## config.mk

```make
export PLATFORM = sky130hd
export DESIGN_NAME = keyed_letter_block_transposition_core
export DESIGN_NICKNAME = d
export VERILOG_FILES = /design/src/rtl/klbt_pkg.sv /design/src/rtl/klbt_dp.sv /design/src/rtl/klbt_ctrl.sv /design/src/rtl/keyed_letter_block_transposition_core.sv
export SDC_FILE = /design/constraint.sdc
export NUM_CORES = 1
export LEC_CHECK = 0
export ABC_AREA = 0
export BUFFER_PORTS_ARGS = -buffer_cell sky130_fd_sc_hd__buf_2
export CORE_MARGIN = 4
export CORE_UTILIZATION = 48
export DETAILED_ROUTE_END_ITERATION = 16
export GPL_TIMING_DRIVEN = 0
export HOLD_SLACK_MARGIN = 0.15
export RECOVER_POWER = 25
export SYNTH_ARGS = -nofsm -noshare
export SYNTH_HDL_FRONTEND = slang
export SYNTH_SLANG_ARGS = --single-unit
```

## constraint.sdc

```tcl
create_clock -name clk -period 41.4 [get_ports clk]
set_clock_uncertainty 0.15 [all_clocks]
set_input_delay 6.21 -clock clk [delete_from_list [all_inputs] [get_ports clk]]
set_output_delay 6.21 -clock clk [all_outputs]
set_load 0.1 [all_outputs]
```

## src/rtl/klbt_pkg.sv

```systemverilog
// shared constants and controller/datapath interface types for the transposition core
`default_nettype none

package klbt_pkg;

	localparam int unsigned KEY_MAX_DEF = 8;

	// configuration register indexes
	localparam int unsigned CFG_IDX_W = 1;
	localparam logic [CFG_IDX_W-1:0] CFG_KEY_LENGTH = 1'b0;
	localparam logic [CFG_IDX_W-1:0] CFG_KEY_CHARS  = 1'b1;

	localparam int unsigned KEY_LEN_W   = 4;
	localparam int unsigned KEY_CHARS_W = 64;
	localparam int unsigned CHAR_W      = 8;

	localparam logic [KEY_LEN_W-1:0]   KEY_LEN_RST   = 4'd1;
	localparam logic [KEY_CHARS_W-1:0] KEY_CHARS_RST = 64'd65;

	// letter bounds, exclusive
	localparam logic [CHAR_W-1:0] UPPER_LO = 8'd64;
	localparam logic [CHAR_W-1:0] UPPER_HI = 8'd91;
	localparam logic [CHAR_W-1:0] LOWER_LO = 8'd96;
	localparam logic [CHAR_W-1:0] LOWER_HI = 8'd123;

	localparam logic [CHAR_W-1:0] PAD_CHAR = 8'h58;

	localparam int unsigned DEDUP_ROUNDS = 4096;
	localparam int unsigned RND_W        = $clog2(DEDUP_ROUNDS);

	typedef struct packed {
		logic accept;
		logic start_order;
		logic dedup_step;
		logic sort_step;
		logic load_beat;
	} klbt_cmd_t;

	typedef struct packed {
		logic emit_now;
		logic order_ready;
		logic dedup_done;
		logic sort_last;
		logic emit_last;
		logic out_free;
	} klbt_sts_t;

endpackage

`default_nettype wire

```

## src/rtl/klbt_dp.sv

```systemverilog
// datapath: key registers, block store, key ordering unit and output register
`default_nettype none

module klbt_dp #(
	parameter int unsigned KEY_MAX = klbt_pkg::KEY_MAX_DEF
) (
	input  wire logic                                clk,
	input  wire logic                                arst_n,
	input  wire logic                                cfg_we,
	input  wire logic [klbt_pkg::CFG_IDX_W-1:0]      cfg_index,
	input  wire logic [klbt_pkg::KEY_CHARS_W-1:0]    cfg_data,
	input  wire logic [klbt_pkg::CHAR_W-1:0]         text_char,
	input  wire logic                                end_of_message,
	input  wire klbt_pkg::klbt_cmd_t                 cmd,
	output klbt_pkg::klbt_sts_t                      sts,
	input  wire logic                                out_stall,
	output logic                                     out_valid,
	output logic [klbt_pkg::CHAR_W-1:0]              out_char,
	output logic                                     last_of_block,
	output logic                                     last_of_message
);
	import klbt_pkg::*;

	localparam int unsigned IDX_W = (KEY_MAX > 1) ? $clog2(KEY_MAX) : 1;
	localparam int unsigned CNT_W = $clog2(KEY_MAX + 1);

	logic [KEY_LEN_W-1:0]   key_length_q;
	logic [KEY_CHARS_W-1:0] key_chars_q;
	logic [CNT_W-1:0]       fill_q;
	logic                   order_ready_q;
	logic                   out_valid_q;

	logic [CHAR_W-1:0] store_q [KEY_MAX];
	logic [CHAR_W-1:0] wk_q [KEY_MAX];
	logic [IDX_W-1:0]  order_q [KEY_MAX];
	logic [KEY_MAX-1:0] used_q;
	logic [RND_W-1:0]  round_q;
	logic [IDX_W-1:0]  sort_idx_q;
	logic [IDX_W-1:0]  ptr_q;
	logic [CNT_W-1:0]  emit_fill_q;
	logic              eom_q;
	logic [CHAR_W-1:0] out_char_q;
	logic              last_blk_q;
	logic              last_msg_q;

	logic [CNT_W-1:0]   n_len;
	logic [CNT_W-1:0]   n_last;
	logic [CNT_W-1:0]   fill_inc;
	logic               is_letter;
	logic               emit_now;
	logic [KEY_MAX-1:0] in_len;
	logic [KEY_MAX-1:0] dup_flag;
	logic               dup_found;
	logic [IDX_W-1:0]   dup_sel;
	logic               have;
	logic [IDX_W-1:0]   best;
	logic [CHAR_W-1:0]  best_k;
	logic [IDX_W-1:0]   rd_idx;
	logic [CHAR_W-1:0]  beat_char;
	logic               beat_last;

	// effective block length: zero acts as one, large values saturate
	always_comb begin
		if (key_length_q == '0) begin
			n_len = CNT_W'(1);
		end else if (key_length_q > KEY_LEN_W'(KEY_MAX)) begin
			n_len = CNT_W'(KEY_MAX);
		end else begin
			n_len = CNT_W'(key_length_q);
		end
	end

	assign n_last   = n_len - CNT_W'(1);
	assign fill_inc = fill_q + CNT_W'(1);

	assign is_letter = (text_char > UPPER_LO && text_char < UPPER_HI) ||
		(text_char > LOWER_LO && text_char < LOWER_HI);

	assign emit_now = (is_letter && fill_inc >= n_len) ||
		(end_of_message && (is_letter || fill_q != '0));

	always_comb begin
		for (int i = 0; i < KEY_MAX; i++) begin
			in_len[i] = CNT_W'(i) < n_len;
		end
	end

	// a key character is a duplicate when another in-use character matches it
	always_comb begin
		for (int i = 0; i < KEY_MAX; i++) begin
			dup_flag[i] = 1'b0;
			for (int j = 0; j < KEY_MAX; j++) begin
				if (j != i && in_len[j] && wk_q[j] == wk_q[i]) begin
					dup_flag[i] = in_len[i];
				end
			end
		end
	end

	// lowest-indexed duplicate wins
	always_comb begin
		dup_found = 1'b0;
		dup_sel   = '0;
		for (int i = KEY_MAX - 1; i >= 0; i--) begin
			if (dup_flag[i]) begin
				dup_found = 1'b1;
				dup_sel   = IDX_W'(i);
			end
		end
	end

	// smallest unused key character, ties go to the lower index
	always_comb begin
		have   = 1'b0;
		best   = '0;
		best_k = '0;
		for (int i = 0; i < KEY_MAX; i++) begin
			if (in_len[i] && !used_q[i] && (!have || wk_q[i] < best_k)) begin
				have   = 1'b1;
				best   = IDX_W'(i);
				best_k = wk_q[i];
			end
		end
	end

	assign rd_idx    = order_q[ptr_q];
	assign beat_char = (CNT_W'(rd_idx) < emit_fill_q) ? store_q[rd_idx] : PAD_CHAR;
	assign beat_last = CNT_W'(ptr_q) == n_last;

	always_ff @(posedge clk or negedge arst_n) begin
		if (!arst_n) begin
			key_length_q  <= KEY_LEN_RST;
			key_chars_q   <= KEY_CHARS_RST;
			fill_q        <= '0;
			order_ready_q <= 1'b0;
			out_valid_q   <= 1'b0;
		end else begin
			if (cfg_we) begin
				case (cfg_index)
					CFG_KEY_LENGTH: begin
						key_length_q <= cfg_data[KEY_LEN_W-1:0];
					end
					CFG_KEY_CHARS: begin
						key_chars_q <= cfg_data;
					end
					default: begin
					end
				endcase
				order_ready_q <= 1'b0;
			end else if (cmd.sort_step && CNT_W'(sort_idx_q) == n_last) begin
				order_ready_q <= 1'b1;
			end
			if (cmd.accept) begin
				if (emit_now) begin
					fill_q <= '0;
				end else if (is_letter) begin
					fill_q <= fill_inc;
				end
			end
			if (cmd.load_beat) begin
				out_valid_q <= 1'b1;
			end else if (!out_stall) begin
				out_valid_q <= 1'b0;
			end
		end
	end

	always_ff @(posedge clk) begin
		if (cmd.accept && is_letter) begin
			store_q[fill_q[IDX_W-1:0]] <= text_char;
		end
		if (cmd.accept && emit_now) begin
			emit_fill_q <= is_letter ? fill_inc : fill_q;
			eom_q       <= end_of_message;
			ptr_q       <= '0;
		end
		if (cmd.start_order) begin
			for (int i = 0; i < KEY_MAX; i++) begin
				wk_q[i] <= key_chars_q[CHAR_W*i +: CHAR_W];
			end
			used_q     <= '0;
			round_q    <= '0;
			sort_idx_q <= '0;
		end
		if (cmd.dedup_step && dup_found) begin
			wk_q[dup_sel] <= wk_q[dup_sel] + CHAR_W'(1);
			round_q       <= round_q + RND_W'(1);
		end
		if (cmd.sort_step) begin
			order_q[sort_idx_q] <= best;
			used_q[best]        <= 1'b1;
			sort_idx_q          <= sort_idx_q + IDX_W'(1);
		end
		if (cmd.load_beat) begin
			out_char_q <= beat_char;
			last_blk_q <= beat_last;
			last_msg_q <= beat_last && eom_q;
			ptr_q      <= ptr_q + IDX_W'(1);
		end
	end

	assign sts.emit_now    = emit_now;
	assign sts.order_ready = order_ready_q;
	assign sts.dedup_done  = !dup_found || round_q == RND_W'(DEDUP_ROUNDS - 1);
	assign sts.sort_last   = CNT_W'(sort_idx_q) == n_last;
	assign sts.emit_last   = beat_last;
	assign sts.out_free    = !out_valid_q || !out_stall;

	assign out_valid       = out_valid_q;
	assign out_char        = out_char_q;
	assign last_of_block   = last_blk_q;
	assign last_of_message = last_msg_q;

endmodule

`default_nettype wire

```

## src/rtl/klbt_ctrl.sv

```systemverilog
// controller: sequences collection, key ordering and block emission
`default_nettype none

module klbt_ctrl (
	input  wire logic                clk,
	input  wire logic                arst_n,
	input  wire logic                in_valid,
	output logic                     in_stall,
	input  wire klbt_pkg::klbt_sts_t sts,
	output klbt_pkg::klbt_cmd_t      cmd
);
	import klbt_pkg::*;

	localparam logic [1:0] ST_IDLE  = 2'd0;
	localparam logic [1:0] ST_DEDUP = 2'd1;
	localparam logic [1:0] ST_SORT  = 2'd2;
	localparam logic [1:0] ST_EMIT  = 2'd3;

	logic [1:0] state_q;
	logic [1:0] state_d;

	always_comb begin
		state_d         = state_q;
		cmd             = '0;
		in_stall        = 1'b1;
		case (state_q)
			ST_IDLE: begin
				in_stall   = 1'b0;
				cmd.accept = in_valid;
				if (in_valid && sts.emit_now) begin
					if (sts.order_ready) begin
						state_d = ST_EMIT;
					end else begin
						cmd.start_order = 1'b1;
						state_d         = ST_DEDUP;
					end
				end
			end
			ST_DEDUP: begin
				cmd.dedup_step = 1'b1;
				if (sts.dedup_done) begin
					state_d = ST_SORT;
				end
			end
			ST_SORT: begin
				cmd.sort_step = 1'b1;
				if (sts.sort_last) begin
					state_d = ST_EMIT;
				end
			end
			ST_EMIT: begin
				cmd.load_beat = sts.out_free;
				if (sts.out_free && sts.emit_last) begin
					state_d = ST_IDLE;
				end
			end
			default: begin
				state_d = ST_IDLE;
			end
		endcase
	end

	always_ff @(posedge clk or negedge arst_n) begin
		if (!arst_n) begin
			state_q <= ST_IDLE;
		end else begin
			state_q <= state_d;
		end
	end

endmodule

`default_nettype wire

```

## src/rtl/keyed_letter_block_transposition_core.sv

```systemverilog
// Keyed letter block transposition core: letters of the byte stream are gathered into blocks
// of the block length (key_length, with zero taken as one and values above KEY_MAX as KEY_MAX)
// and each full block (or the X-padded remainder at end of message) is sent out
// reordered by ascending key character. A byte that completes no block is taken without a stall.
// A byte that completes a block holds the input stalled while the block's beats
// leave through the output register, one per cycle when the output is not stalled. The first
// block after reset or after any configuration write also orders the key first: duplicate key
// characters are incremented one at a time until they are unique or DEDUP_ROUNDS increments
// are done, then one key position is selected per block position, all in the shared
// ordering unit of the datapath. Later blocks reuse the stored order.
`default_nettype none

module keyed_letter_block_transposition_core #(
	parameter int unsigned KEY_MAX = klbt_pkg::KEY_MAX_DEF
) (
	input  wire logic                             clk,
	input  wire logic                             arst_n,
	input  wire logic                             cfg_we,
	input  wire logic [klbt_pkg::CFG_IDX_W-1:0]   cfg_index,
	input  wire logic [klbt_pkg::KEY_CHARS_W-1:0] cfg_data,
	input  wire logic                             in_valid,
	output logic                                  in_stall,
	input  wire logic [klbt_pkg::CHAR_W-1:0]      text_char,
	input  wire logic                             end_of_message,
	output logic                                  out_valid,
	input  wire logic                             out_stall,
	output logic [klbt_pkg::CHAR_W-1:0]           out_char,
	output logic                                  last_of_block,
	output logic                                  last_of_message
);
	import klbt_pkg::*;

	klbt_cmd_t cmd;
	klbt_sts_t sts;

	klbt_ctrl u_ctrl (
		.clk      (clk),
		.arst_n   (arst_n),
		.in_valid (in_valid),
		.in_stall (in_stall),
		.sts      (sts),
		.cmd      (cmd)
	);

	klbt_dp #(
		.KEY_MAX (KEY_MAX)
	) u_dp (
		.clk             (clk),
		.arst_n          (arst_n),
		.cfg_we          (cfg_we),
		.cfg_index       (cfg_index),
		.cfg_data        (cfg_data),
		.text_char       (text_char),
		.end_of_message  (end_of_message),
		.cmd             (cmd),
		.sts             (sts),
		.out_stall       (out_stall),
		.out_valid       (out_valid),
		.out_char        (out_char),
		.last_of_block   (last_of_block),
		.last_of_message (last_of_message)
	);

endmodule

`default_nettype wire
```

==> impl_metrics.ini, run 1 <==
[clock_tree]
clk_pin_slew_ns = 0.06
cts_root_buffer = clkbuf_16
cts_buffers = 30
clk_latency_ns = 0.60
htreeDepth = 1
clock_path_buffers = 3
cts_setup_buffers = 0
cts_tree = yes
holdBufCountCts = 0
clkSinkCount = 272
post_cts_resized = 0

[final_layout]
num_antenna_cells = 0
final_core_util_pct = 54.7
syn2layout_area_growth_pct = 11.6
multi_input_area_mm2 = 0.00907
drive_above_1_share_pct = 20.7
fin_nets = 1897
n_fill_cell = 3231
seq_area_mm2 = 0.00768
instances_no_fill = 2233

[floorplanning]
dieWidth_um = 199
core_mm2 = 0.0358
dieArea_mm2 = 0.0397
initial_utilization_pct = 49.0
pin_count = 91
rows = 69
dieHeight_um = 199

[setup_path]
path_max_fanout = 10
critPathLaunchType = flop
r2r-start = u_dp.key_length_q[3]
cp-startpoint = u_dp.key_length_q[3]
cpPeakStageDelay_ns = 1.02
crit-reg2reg-capture = u_dp.order_q[7][1]
cp-endpoint = u_dp.order_q[7][1]
cp.arrival_ns = 21.51
end_kind = flop
regToRegSetupSlack_ns = 19.97
required_ns = 41.49
reg2regPathDepth = 71
critPathSlowestCell = o21ai_1
path_class = reg2reg

[global_route]
grt_remaining_overflow = 0
grt_usage_pct = 26.7
grt_first_pass_wirelength_um = 80600
antenna_found_initial = 1
grt_max_degree = 51
grt_pass1_vias = 13300

[timing]
finalCritPeriodShare_pct = 51.8
setup_viol = 0
hold_viol = 0
period_needed_ns = 21.43
drv_slew = 27
fin_ws_ns = 19.97
fin_setup_tns_ns = 0
slew-limit-headroom_pct = -28.2
rsz0062_at_grt = no
timing.fmax_mhz = 46.7
tightest_slew_ns = 1.92

[route]
finalWirelength_um = 53200
drtIter0Drc = 1114
drt-pass1-iter-count = 5
ant_nets = 0
vias = 13400
via_per_inst = 5.99
post-route-drc-count = 0
wire_per_inst_um = 23.8

[place]
dp_slack_ns = 20.78
numPortBuffers = 90
hpwlAfterDp_um = 38800
routabilityCongestion = 0.956
placed_cells = 2176

[logic_synthesis]
ys_seq_area_share_pct = 43.8
syn_avg_cell_area_um2 = 10.8
syn-num-nets = 1771
netlist-cell-type-count = 88
synth-edff-count = 185
ys_seq_elements = 272
synth_cells = 1622
ys_warn_count = 0
netlist_area_mm2 = 0.0175
synth_flop_cell = edfxtp_1
async_reset_ff_share_pct = 27.9

[run_status]
violations = max-capacitance violations, max-slew violations
status = finished, violations left

[power]
leakage_nw = 7.57
internal-power_mw = 0.716
p_clk_share_pct = 22.0
switching_share_pct = 41.8
seq_power_share_pct = 30.2
fin_total_pwr_mw = 1.23
combPwrFrac_pct = 47.8
switchingPower_mw = 0.513
power.density_mw_per_mm2 = 62.8
vdd_drop_max_v = 0.0000345

[flow_run]
maxCapViolCount = 1

[min_path]
hp-class = reg2reg
==> power groups by stage <==
stage | clock (mW) | sequential, mW | combinational (mW)
after floorplan | 0 | 0.397 | 0.391
after global placement | 0 | 0.376 | 0.567
after detailed placement | 0 | 0.377 | 0.582
after CTS | 0.276 | 0.371 | 0.586
after global routing | 0.288 | 0.375 | 0.651
final | 0.270 | 0.371 | 0.588
==> layout by cell type, fill, tap and decap left out, drive strengths merged, types with 8 or more instances in the layout <==
cell type / synthesis / final
mux2i: 54 / 54
dfxtp: 11 / 11
mux4: 9 / 9
clkinv: 2 / 14
edfxtp: 185 / 185
nand2b: 27 / 27
a2111oi: 11 / 11
o21ai: 55 / 55
nand4: 57 / 57
nor2: 90 / 90
a21oi: 59 / 59
and3: 8 / 8
nor4: 18 / 18
xor2: 39 / 39
dfrtp: 73 / 73
xnor2: 215 / 215
nand3: 30 / 30
nor3: 37 / 37
a21o: 28 / 28
buf: 74 / 154
ha: 70 / 70
mux2: 129 / 129
inv: 62 / 64
nand2: 110 / 110
clkbuf: 39 / 86
==> through the flow <==
step	hold slack, ns	area, µm²
3_3_place_gp	0.318	18600
6_report	0.345	19600
2_1_floorplan	0.276	17500
4_1_cts	0.345	19600
5_1_grt	0.371	19600
3_5_place_dp	0.332	18600
==> state kept, by name (all words and copies together), names as in the netlist, 8 cells and up, named ones only <==
signal            count
u_dp.key_chars_q     64
u_dp.store_q         64
u_dp.wk_q            64
u_dp.order_q         24
u_dp.round_q         12
u_dp.out_char         8
u_dp.used_q           8
==> worst min path at each step <==
stage                               from                   end  cells after the start
global route        u_dp.key_chars_q[33]  u_dp.key_chars_q[33]                      1
global placement          u_dp.used_q[7]        u_dp.used_q[7]                      2
finish                    u_dp.used_q[7]        u_dp.used_q[7]                      2
CTS                       u_dp.used_q[7]        u_dp.used_q[7]                      2
detailed placement        u_dp.used_q[7]        u_dp.used_q[7]                      2
floorplan                 u_dp.used_q[7]        u_dp.used_q[7]                      2
==> cells in the mapped netlist, types with 54 or more instances <==
library cell,number,area [µm²]
xnor2_1,211,1850
edfxtp_1,185,5560
mux2_2,124,1400
nand2_1,110,413
nor2_1,88,330
buf_2,73,365
dfrtp_1,73,1830
ha_1,70,876
inv_1,62,233
a21oi_1,59,295
nand4_1,57,357
mux2i_1,54,541
==> layout make-up <==
type	instances	share of cell area, %
plain buffers	113	2.63
clock buffers	33	3.94
clock inverters	23	1.23
inverters	64	1.23
multi-input cells	1173	46.3
flip-flops and latches	272	39.2
well taps	461	2.95
repair buffers	94	2.47
==> logic make-up after synthesis <==
logic type | count (synthesis) | share of synthesized area [%]
and+or+nand+nor | 417 | 12.1
DFF | 272 | 43.8
xor gates and xnor gates | 254 | 12.8
AOI/OAI and AO/OA | 240 | 9.45
muxes | 192 | 12.5
buffers and inverters | 177 | 4.34
adders and majority gates | 70 | 4.99
==> metal layers <==
metal  share of wire (%)  track usage, %  vias to the layer above
li1                    -               -                     6114
met1                  40            34.6                     6549
met2                  47            43.8                      561
met3                 7.5            4.81                      157
met4                 5.4            11.8                        0
met5                   0               0                        -
==> worst max-delay path, delay by kind of cell (launching register included) <==
kind	cells	cell delay [ns]
buf+inv	9	2.62
mux	4	1.66
compound gates	38	11.06
simple gates	12	2.71
fa+ha+maj	8	2.45
flops	1	0.38
Note: power is estimated with default switching activity, not from simulation.
==> run 2, diff against run 1 <==
Clock period 41.4 ns to 21.2 ns, I/O delays scaled along.
==> impl_metrics.ini, run 2 (synthesized netlist as in run 1, its figures left out) <==
[timing]
drv_slew = 79
fin_hold_ws_ns = 0.347
period_needed_ns = 19.58
tightest_slew_ns = 2.66
setup_viol = 0
finalCritPeriodShare_pct = 92.4
fin_setup_tns_ns = 0
slew-limit-headroom_pct = -77.1
timing.fmax_mhz = 51.1
hold_viol = 0
fin_ws_ns = 1.62

[floorplanning]
rows = 69
dieHeight_um = 199
core_mm2 = 0.0358
initial_utilization_pct = 49.0
dieWidth_um = 199
dieArea_mm2 = 0.0397
pin_count = 91

[place]
dpl-instance-area_mm2 = 0.0186
routabilityCongestion = 0.956
hpwlAfterDp_um = 38800
dp_slack_ns = 0.576
numPortBuffers = 90

[route]
drt-pass1-iter-count = 5
via_per_inst = 5.97
ant_nets = 0
post-route-drc-count = 0
vias = 13300
finalWirelength_um = 53300
drtIter0Drc = 1046
wire_per_inst_um = 23.9

[global_route]
grt_max_degree = 51
grt_first_pass_wirelength_um = 80600
grt_usage_pct = 26.7
grt_pass1_vias = 13300
antenna_found_initial = 1
grt_remaining_overflow = 0

[final_layout]
final_common_cell = xnor2_1
seq_area_mm2 = 0.00768
fin_nets = 1897
mostFrequentLayoutCells = xnor2_1, edfxtp_1, buf_2, mux2_2, nand2_1
n_fill_cell = 3231
fin_area_mm2 = 0.0196
drive_above_1_share_pct = 21.3
syn2layout_area_growth_pct = 11.8
multi_input_area_mm2 = 0.00913
num_antenna_cells = 0

[run_status]
status = finished, violations left
violations = max-capacitance violations, max-slew violations

[min_path]
min_from = u_dp.used_q[7]
hp-class = reg2reg
min_to = u_dp.used_q[7]
hold-path-cell-count = 2

[clock_tree]
htreeDepth = 1
clock_path_buffers = 3
cts_buffers = 30
cts_setup_buffers = 0
cts_tree = yes
clk_pin_slew_ns = 0.06
cts_root_buffer = clkbuf_16
clkSinkCount = 272
clk_latency_ns = 0.60

[setup_path]
critPathBufInv = 9
path_delay_family = compound AO/OA/AOI/OAI gates
end_kind = flop
cp.arrival_ns = 19.67
reg2regPathDepth = 71
cpPeakStageDelay_ns = 0.78
path_class = reg2reg
path_max_fanout = 10
critPathLaunchType = flop
r2r-start = u_dp.key_length_q[3]
crit-reg2reg-capture = u_dp.order_q[7][1]
required_ns = 21.29
regToRegSetupSlack_ns = 1.62
critPathSlowestCell = a2111oi_1

[power]
combPwrFrac_pct = 47.9
switchingPower_mw = 1.01
internal-power_mw = 1.40
vdd_drop_max_v = 0.0000674
power.density_mw_per_mm2 = 123
seq_power_share_pct = 30.1
switching_share_pct = 41.8
leakage_nw = 7.59
p_clk_share_pct = 21.9

[flow_run]
maxCapViolCount = 2
run 2: per-stage QoR:
step | instances | total power, mW | util (%)
after global routing | 2233 | 2.57 | 54.8
final | 2233 | 2.41 | 54.8
after floorplan | 1622 | 1.54 | -
after global placement | 2173 | 1.84 | 51.8
after detailed placement | 2176 | 1.87 | 52.0
after CTS | 2232 | 2.41 | 54.8
run 2: timing repair:
item / CTS / global route
setup endpoints to repair: 0 / 32
hold buffers: 0 / 0
resized for setup: 0 / 8
run 2: layout make-up:
| cell class | count | area share (%) |
|---|---|---|
| multi-input cells | 1173 | 46.5 |
| clock buffers | 33 | 3.94 |
| plain buffers | 113 | 2.67 |
| clock inverters | 23 | 1.22 |
| flip-flops and latches | 272 | 39.2 |
| well taps | 461 | 2.94 |
| repair buffers | 94 | 2.33 |
| inverters | 64 | 1.22 |
run 2: per-layer routing:
layer  global-route usage (%)  share of wire [%]
met5                        0                  0
met4                     11.8                5.5
met3                     4.81                7.1
met2                     43.8                 46
met1                     34.6                 41
run 2: worst register-to-register path, delay by kind of cell (launching register included):
kind                       cells  cell delay (ns)
AOI/OAI and AO/OA             38             9.85
buffers and inverters          9             2.26
muxes                          4             1.59
and+or+nand+nor               12             2.57
adders and majority gates      8             2.43
DFF                            1             0.37
run 2: power groups by stage:
stage | registers (mW) | logic [mW] | clock network [mW]
after floorplan | 0.776 | 0.763 | 0
after global placement | 0.734 | 1.11 | 0
after detailed placement | 0.735 | 1.14 | 0
after CTS | 0.725 | 1.14 | 0.540
after global routing | 0.732 | 1.28 | 0.563
final | 0.726 | 1.15 | 0.528
run 2: how the worst max path moves through the flow:
stage | from | end | slack (ns) | depth (start not counted)
floorplan | u_dp.key_length_q[3] | u_dp.order_q[0][1] | 5.69 | 71
global placement | u_dp.key_length_q[3] | u_dp.order_q[0][1] | 0.85 | 71
detailed placement | u_dp.key_length_q[3] | u_dp.order_q[0][1] | 0.58 | 71
CTS | u_dp.key_length_q[3] | u_dp.order_q[7][1] | 0.48 | 71
global route | u_dp.key_length_q[3] | u_dp.order_q[7][1] | -0.005 | 71
finish | u_dp.key_length_q[3] | u_dp.order_q[7][1] | 1.62 | 71
